File: config.mk
export PLATFORM = sky130hd
export DESIGN_NAME = mcm_cordic_cell
export DESIGN_NICKNAME = d
export VERILOG_FILES = /design/src/hdl/mecanum_chassis_mixer_macros.svh /design/src/hdl/mcm_pkg.sv /design/src/hdl/mcm_cordic_cell.sv
export SDC_FILE = /design/constraint.sdc
export NUM_CORES = 1
export LEC_CHECK = 0
export BUFFER_PORTS_ARGS = -buffer_cell sky130_fd_sc_hd__clkbuf_2
export CAP_MARGIN = 20
export CORE_MARGIN = 10
export CORE_UTILIZATION = 56
export CTS_BUF_LIST = sky130_fd_sc_hd__clkbuf_16
export DETAILED_ROUTE_END_ITERATION = 10
export GPL_TIMING_DRIVEN = 1
export PLACE_DENSITY = 0.87
export SYNTH_ARGS = -nofsm -noshare
export SYNTH_HDL_FRONTEND = slang
export SYNTH_SLANG_ARGS = --single-unit
File: constraint.sdc
create_clock -name clk -period 1.3 [get_ports clk]
set_input_delay 0.13 -clock clk [delete_from_list [all_inputs] [get_ports clk]]
set_output_delay 0.13 -clock clk [all_outputs]
set_load 0.03 [all_outputs]
File: src/hdl/mecanum_chassis_mixer_macros.svh
// Assertion macros shared by the mecanum chassis mixer RTL
`ifndef MECANUM_CHASSIS_MIXER_MACROS_SVH
`define MECANUM_CHASSIS_MIXER_MACROS_SVH

// Check that cond implies prop at every clock edge outside reset
`define MCM_ASSERT_IMPL(label, cond, prop, msg) \
    label: assert property (@(posedge clk) disable iff (!rst_n) (cond) |-> (prop)) \
        else $error(msg);

// Check that cond implies prop in the following cycle
`define MCM_ASSERT_NEXT(label, cond, prop, msg) \
    label: assert property (@(posedge clk) disable iff (!rst_n) (cond) |=> (prop)) \
        else $error(msg);

`endif

File: src/hdl/mcm_pkg.sv
// Types, constants and helpers for the mecanum chassis mixer
package mcm_pkg;

    localparam int ANG_W = 21;
    localparam int CORDIC_STEPS = 16;

    localparam logic signed [ANG_W-1:0] TWO_PI_Q13  = 21'sd51472;
    localparam logic signed [ANG_W-1:0] PI_Q13      = 21'sd25736;
    localparam logic signed [ANG_W-1:0] HALF_PI_Q13 = 21'sd12868;
    localparam logic signed [ANG_W-1:0] CORDIC_X0   = 21'sd39797;

    localparam logic [1:0] MODE_NO_FORCE  = 2'd0;
    localparam logic [1:0] MODE_SPIN      = 2'd1;
    localparam logic [1:0] MODE_FOLLOW    = 2'd2;
    localparam logic [1:0] MODE_TRANSLATE = 2'd3;

    localparam logic [1:0] CFG_SPIN_BASE  = 2'd0;
    localparam logic [1:0] CFG_SPIN_AMP   = 2'd1;
    localparam logic [1:0] CFG_HEAD_GAIN  = 2'd2;

    localparam logic [12:0] SPIN_BASE_RST = 13'd1200;
    localparam logic [10:0] SPIN_AMP_RST  = 11'd100;
    localparam logic [7:0]  HEAD_GAIN_RST = 8'd3;

    localparam logic signed [ANG_W-1:0] ATAN_Q16 [CORDIC_STEPS] = '{
        21'sd51472, 21'sd30385, 21'sd16055, 21'sd8150, 21'sd4091, 21'sd2047,
        21'sd1024, 21'sd512, 21'sd256, 21'sd128, 21'sd64, 21'sd32,
        21'sd16, 21'sd8, 21'sd4, 21'sd2
    };

    // One CORDIC lane: vector, residual angle and negate flag
    typedef struct packed {
        logic signed [ANG_W-1:0] x;
        logic signed [ANG_W-1:0] y;
        logic signed [ANG_W-1:0] z;
        logic                    neg;
    } mcm_rot_t;

    // Item fields carried alongside the rotation
    typedef struct packed {
        logic [1:0]         mode;
        logic signed [15:0] vx;
        logic signed [15:0] vy;
        logic signed [15:0] h;
        logic signed [18:0] odom_vx;
        logic signed [18:0] odom_vy;
        logic signed [18:0] odom_wz;
    } mcm_pay_t;

    typedef struct packed {
        logic [12:0] spin_base;
        logic [10:0] spin_amp;
        logic [7:0]  head_gain;
    } mcm_cfg_t;

    // Reduce a Q3.13 angle into [-pi/2, pi/2] and seed a CORDIC lane
    function automatic mcm_rot_t mcm_seed(input logic signed [ANG_W-1:0] a);
        logic signed [ANG_W-1:0] r;
        mcm_rot_t                o;
        r = a;
        if (r >= TWO_PI_Q13) r = r - TWO_PI_Q13;
        if (r < 0)           r = r + TWO_PI_Q13;
        if (r > PI_Q13)      r = r - TWO_PI_Q13;
        o.neg = 1'b0;
        if (r > HALF_PI_Q13)
        begin
            r = PI_Q13 - r;
            o.neg = 1'b1;
        end
        else if (r < -HALF_PI_Q13)
        begin
            r = -PI_Q13 - r;
            o.neg = 1'b1;
        end
        o.x = CORDIC_X0;
        o.y = '0;
        o.z = r <<< 3;
        return o;
    endfunction

endpackage

File: src/hdl/mcm_cordic_cell.sv
// One CORDIC rotation cell: advances the phase and heading lanes by one step
module mcm_cordic_cell #(
    parameter int STEP = 0
) (
    input  logic              clk,
    input  logic              rst_n,
    input  logic              en,
    input  logic              in_valid,
    input  mcm_pkg::mcm_pay_t in_pay,
    input  mcm_pkg::mcm_rot_t in_p,
    input  mcm_pkg::mcm_rot_t in_h,
    output logic              out_valid,
    output mcm_pkg::mcm_pay_t out_pay,
    output mcm_pkg::mcm_rot_t out_p,
    output mcm_pkg::mcm_rot_t out_h
);
    import mcm_pkg::*;

    logic     valid_reg;
    mcm_pay_t pay_reg;
    mcm_rot_t p_reg, p_next;
    mcm_rot_t h_reg, h_next;

    function automatic mcm_rot_t rotate(input mcm_rot_t r);
        mcm_rot_t o;
        o = r;
        if (r.z >= 0)
        begin
            o.x = r.x - (r.y >>> STEP);
            o.y = r.y + (r.x >>> STEP);
            o.z = r.z - ATAN_Q16[STEP];
        end
        else
        begin
            o.x = r.x + (r.y >>> STEP);
            o.y = r.y - (r.x >>> STEP);
            o.z = r.z + ATAN_Q16[STEP];
        end
        return o;
    endfunction

    assign p_next = rotate(in_p);
    assign h_next = rotate(in_h);

    always_ff @(posedge clk or negedge rst_n)
    begin
        if (!rst_n)
            valid_reg <= 1'b0;
        else if (en)
            valid_reg <= in_valid;
    end

    always_ff @(posedge clk)
    begin
        if (en)
        begin
            pay_reg <= in_pay;
            p_reg   <= p_next;
            h_reg   <= h_next;
        end
    end

    assign out_valid = valid_reg;
    assign out_pay   = pay_reg;
    assign out_p     = p_reg;
    assign out_h     = h_reg;
endmodule

==> results of run 1 <==
==> cells in the mapped netlist, drive strengths merged (3+ instances only) <==
library cell / number
edfxtp: 233
ha: 168
inv: 136
a21oi: 129
nor2: 112
xnor2: 89
o21ai: 77
nand2: 49
clkbuf: 29
nor3: 29
a21o: 26
o21bai: 24
buf: 22
nor2b: 20
o21a: 20
a211oi: 19
mux2i: 19
o31ai: 16
nand2b: 15
nand3: 14
a31oi: 11
xor2: 11
nor4: 9
a221oi: 8
fa: 8
o211ai: 8
o22ai: 8
a21boi: 7
a211o: 6
nand4: 6
or3: 6
o31a: 5
a2111oi: 4
and3: 4
clkinv: 4
and2: 3
nand3b: 3
o221ai: 3
o41a: 3
==> metrics by stage <==
stage | util, % | setup TNS [ns] | hold slack (ns)
3_5_place_dp | 83.72 | -100.24 | -0.09415
2_1_floorplan | - | -53.40 | -0.1656
3_3_place_gp | 83.72 | -92.14 | -0.09475
==> kinds of logic after synthesis <==
group | Yosys count | synth area share [%]
compound gates | 399 | 17.07
xor+xnor | 100 | 5.843
fa+ha+maj | 176 | 15.09
buf+inv | 191 | 5.117
flops | 234 | 46.84
mux | 20 | 1.344
simple gates | 277 | 8.690
==> impl_metrics.py, run 1 <==
metrics = {
    "status": {
        "status": "stopped before the end",
        "haltStage": "clock tree synthesis (4_1_cts)",
        "tool.error": "[ERROR DPL-0033] detailed placement checks failed during check placement.",
    },
    "yosys": {
        "ys_types": 77,
        "netlist_area_sq_um": 14990,
        "syn_nets": 1812,
        "synth_top_area_share_pct": 46.68,
        "ys_seq_area_share_pct": 46.84,
        "synth-seq-cells": 234,
        "synth.top_cells.by_area": "edfxtp_1 (47%), ha_1 (14%), xnor2_1 (5.2%)",
        "ys.flop_type": "edfxtp_1",
        "synth_top_cell_by_area": "edfxtp_1",
        "synth_edf_count": 233,
        "async_flop_share_pct": 0.4274,
        "ys_warn_count": 0,
        "postSynthAreaPerCell_sq_um": 10.73,
        "netlist_instances": 1397,
    },
    "clocking": {
        "hold_buffers": 125,
        "cts_buffers": 25,
        "clockRootBuffer": "clkbuf_16",
        "cts_sinks": 234,
        "htree_num_levels": 1,
        "cts_resized": 342,
        "clockBufferDepth": 3,
        "cts_setup_buffers": 69,
    },
    "place": {
        "place_hpwl_microns": 54660,
        "placed_area_sq_um": 21940,
        "pre_cts_ws_ns": -1.528,
        "place_congestion": 1.006,
        "dp_cells": 2584,
        "io_buffer_count": 474,
    },
    "floorplanning": {
        "die_h_microns": 183.6,
        "dieWidth_microns": 183.6,
        "num_rows": 59,
        "io_pins": 475,
        "start_util_pct": 57.20,
    },
}
==> run 2, diff against run 1 <==
--- a/config.mk
+++ b/config.mk
@@ -8,11 +8,10 @@
 export BUFFER_PORTS_ARGS = -buffer_cell sky130_fd_sc_hd__clkbuf_2
 export CAP_MARGIN = 20
 export CORE_MARGIN = 10
-export CORE_UTILIZATION = 56
-export CTS_BUF_LIST = sky130_fd_sc_hd__clkbuf_16
+export CORE_UTILIZATION = 40
 export DETAILED_ROUTE_END_ITERATION = 10
 export GPL_TIMING_DRIVEN = 1
-export PLACE_DENSITY = 0.87
+export PLACE_DENSITY_LB_ADDON = 0.15
 export SYNTH_ARGS = -nofsm -noshare
 export SYNTH_HDL_FRONTEND = slang
 export SYNTH_SLANG_ARGS = --single-unit
==> run 2 against run 1 <==
  * The flow now finishes, with violations (negative setup slack)
  * Synthesized cell count stayed put
  * Area after synthesis stayed put
==> impl_metrics.py, run 2 <==
metrics = {
    "finish": {
        "mostFrequentLayoutCells": "buf_4 (455), clkbuf_2 (277), edfxtp_1 (233)",
        "utilization_pct": 74.20,
        "area_growth_pct": 82.09,
        "layout_commonest_cell": "buf_4",
        "largest_register_ffs": 107,
        "final_nets": 2872,
        "finalNonFillerCells": 2960,
        "drive_gt1_share_pct": 53.19,
    },
    "clocking": {
        "cts_tree": "done",
        "clockBufferDepth": 3,
        "htree_num_levels": 1,
        "cts_buffers": 29,
        "cts_sinks": 234,
        "clockRootBuffer": "clkbuf_16",
        "clock_latency_ns": 0.60,
        "cts.clk_slew.worst_paths_ns": 0.07,
    },
    "worst_setup_path": {
        "crit_fanout": 4,
        "slowest_delay_ns": 0.38,
        "cp-startpoint": "in_p[43]",
        "r2r-start": "out_valid",
        "crit_chain": "buf_6, ha_4, fa_2, nor2b_4, o2111ai_2, nand3_2, a221o_1, a211o_4, a311oi_4, o22ai_2, xnor2_1",
        "crit_type": "input pin to register",
        "critPathTopFamily": "compound AO/OA/AOI/OAI gates",
        "critPathArrivalTime_ns": 2.51,
        "crit_required_ns": 1.62,
        "cp_slowest_cell": "a211o_4",
        "cp-start-kind": "input pin",
        "cp-end-kind": "register",
        "path_buf_inv": 1,
    },
    "timing": {
        "finalMaxSlewViolations": 0,
        "slew_headroom_pct": 46.74,
        "fin_worst_skew_ns": 0,
        "finalSetupViolCount": 181,
        "timing.final.ws_setup_ns": -0.8889,
        "hold_viol_final": 0,
        "worst_slew_pin_slew_ns": 0.7988,
        "post-route-min-period_ns": 2.189,
        "fmax_ghz": 0.4569,
        "final.period_utilization_pct": 168.4,
        "rsz0062_at_grt": "true",
        "fin_setup_tns_ns": -41.89,
    },
    "yosys": {
        "synth_top_cell_by_area": "edfxtp_1",
        "ys.flop_type": "edfxtp_1",
        "synth.top_cells.by_area": "edfxtp_1 (47%), ha_1 (14%), xnor2_1 (5.2%)",
        "synth-seq-cells": 234,
        "synth_edf_count": 233,
        "netlist_area_sq_um": 14990,
        "netlist_instances": 1397,
        "async_flop_share_pct": 0.4274,
        "ys_warn_count": 0,
        "syn_nets": 1812,
        "postSynthAreaPerCell_sq_um": 10.73,
        "ys_types": 77,
        "ys_seq_area_share_pct": 46.84,
        "yosysMostFrequentCell": "edfxtp_1",
        "synth_top_area_share_pct": 46.68,
        "synth_common_cells": "edfxtp_1 (233), ha_1 (168), inv_1 (135), a21oi_1 (129), nor2_1 (111)",
    },
    "place": {
        "io_buffer_count": 474,
        "dp_cells": 2708,
        "place_congestion": 0.9467,
        "place_hpwl_microns": 50150,
        "pre_cts_ws_ns": -1.578,
    },
    "detailed_routing": {
        "ant_nets": 0,
        "drc": 0,
        "post_drt_wl_per_cell_microns": 25.39,
        "drtIter0Drc": 1339,
        "drt-total-wl_microns": 75150,
        "vias_per_cell": 5.389,
        "first_pass_iters": 5,
        "vias": 15950,
    },
    "floorplanning": {
        "core_sq_um": 36790,
        "start_util_pct": 40.75,
        "io_pins": 475,
        "dieWidth_microns": 213.6,
        "die_h_microns": 213.6,
        "num_rows": 70,
        "die_area_sq_um": 45620,
    },
    "hold_path": {
        "worstHoldStart": "in_h[20]",
        "hold_class": "input pin to register",
    },
    "power": {
        "powerDensity_nw_per_um2": 1133,
        "irDropWorstVdd_mv": 1.136,
        "p_leak_nw": 12.22,
    },
    "run": {
        "drv_cap": 0,
    },
    "global_routing": {
        "grt_pass1_wl_microns": 99940,
        "antenna_found_initial": 13,
        "grt_use_total_pct": 28.64,
        "grt-ovfl-total": 0,
        "grt_pass1_vias": 15770,
        "grt_max_degree": 59,
    },
    "status": {
        "status": "finished with violations",
        "violations": "negative setup slack",
    },
}
==> run 2: cell counts after synthesis <==
No cell type changed its count.
==> run 2: what timing repair did <==
action                     CTS  global route
resized for setup          345           423
pin swaps                  132           139
setup buffers               47            36
hold buffers               125             0
setup endpoints to repair  188           240
hold endpoints to repair   125             0
==> run 2: worst min-delay path: cells and delay by family <==
family	cells	cell delay [ns]
buffers and inverters	1	0.08
adder cells (fa/ha/maj)	1	0.13
AO/OA/AOI/OAI	2	0.13
==> run 2: cell type report <==
class,count,area [sq um]
timing repair buffer,1080,8741
clock inverter,22,237.7
fill,2379,9492
inverter,140,658.1
tap,468,585.6
multi-input combinational,972,9283
sequential,234,7022
clock buffer,32,737.0
antenna,12,30.03
==> run 2: power by group <==
| part | switching (W) | total, W | internal [W] |
|---|---|---|---|
| Combinational | 0.00679 | 0.0123 | 0.00549 |
| Clock | 0.00374 | 0.00865 | 0.00492 |
| Sequential | 0.000504 | 0.0100 | 0.00950 |
| Total | 0.0110 | 0.0309 | 0.0199 |
==> run 2: path summary, 6_finish.rpt <==
| kind | cells after the start | slack (ns) | to |
|---|---|---|---|
| worst max-delay path | 11 | -0.89 | out_p[42] |
| worst min-delay path | 4 | 0.05 | out_h[21] |
| worst max register to register | 2 | 0.34 | out_valid |
| worst min register to register | 2 | 0.73 | out_valid |
| max in group asynchronous | 3 | 0.74 | out_valid |
| min in group asynchronous | 3 | 0.44 | out_valid |
==> run 2: logic make-up (layout without fill, tap and decap cells) <==
family | count (synthesis) | count (layout) | synth area share [%]
AO/OA/AOI/OAI | 399 | 399 | 17.07
AND/OR/NAND/NOR | 277 | 277 | 8.690
flip-flops | 234 | 234 | 46.84
buffers and inverters | 191 | 1274 | 5.117
adder cells (fa/ha/maj) | 176 | 176 | 15.09
XOR/XNOR | 100 | 100 | 5.843
multiplexers | 20 | 20 | 1.344
other | 0 | 12 | 0
==> run 2: per-stage QoR <==
stage	hold slack [ns]	power [W]	area [sq um]
after detailed placement	-0.09336	0.01952	22000
after CTS	0.03615	0.02940	26030
after floorplan	-0.1656	0.01529	16190
after global placement	-0.09160	0.01943	22000
final	0.05014	0.03093	27290
after global routing	0.05033	0.03193	27290
==> run 2: layer usage <==
| layer | vias to the layer above | track usage (%) | share of wire, % | wire length, microns |
|---|---|---|---|---|
| li1 | 7175 | - | - | - |
| met1 | 7669 | 34.52 | 38 | 28200 |
| met2 | 882 | 46.85 | 47 | 35300 |
| met3 | 220 | 7.330 | 9.3 | 6996 |
| met4 | 6 | 14.23 | 6.1 | 4611 |
| met5 | - | 0 | 0.059 | 44 |
Note: power is estimated with default switching activity, not from simulation.
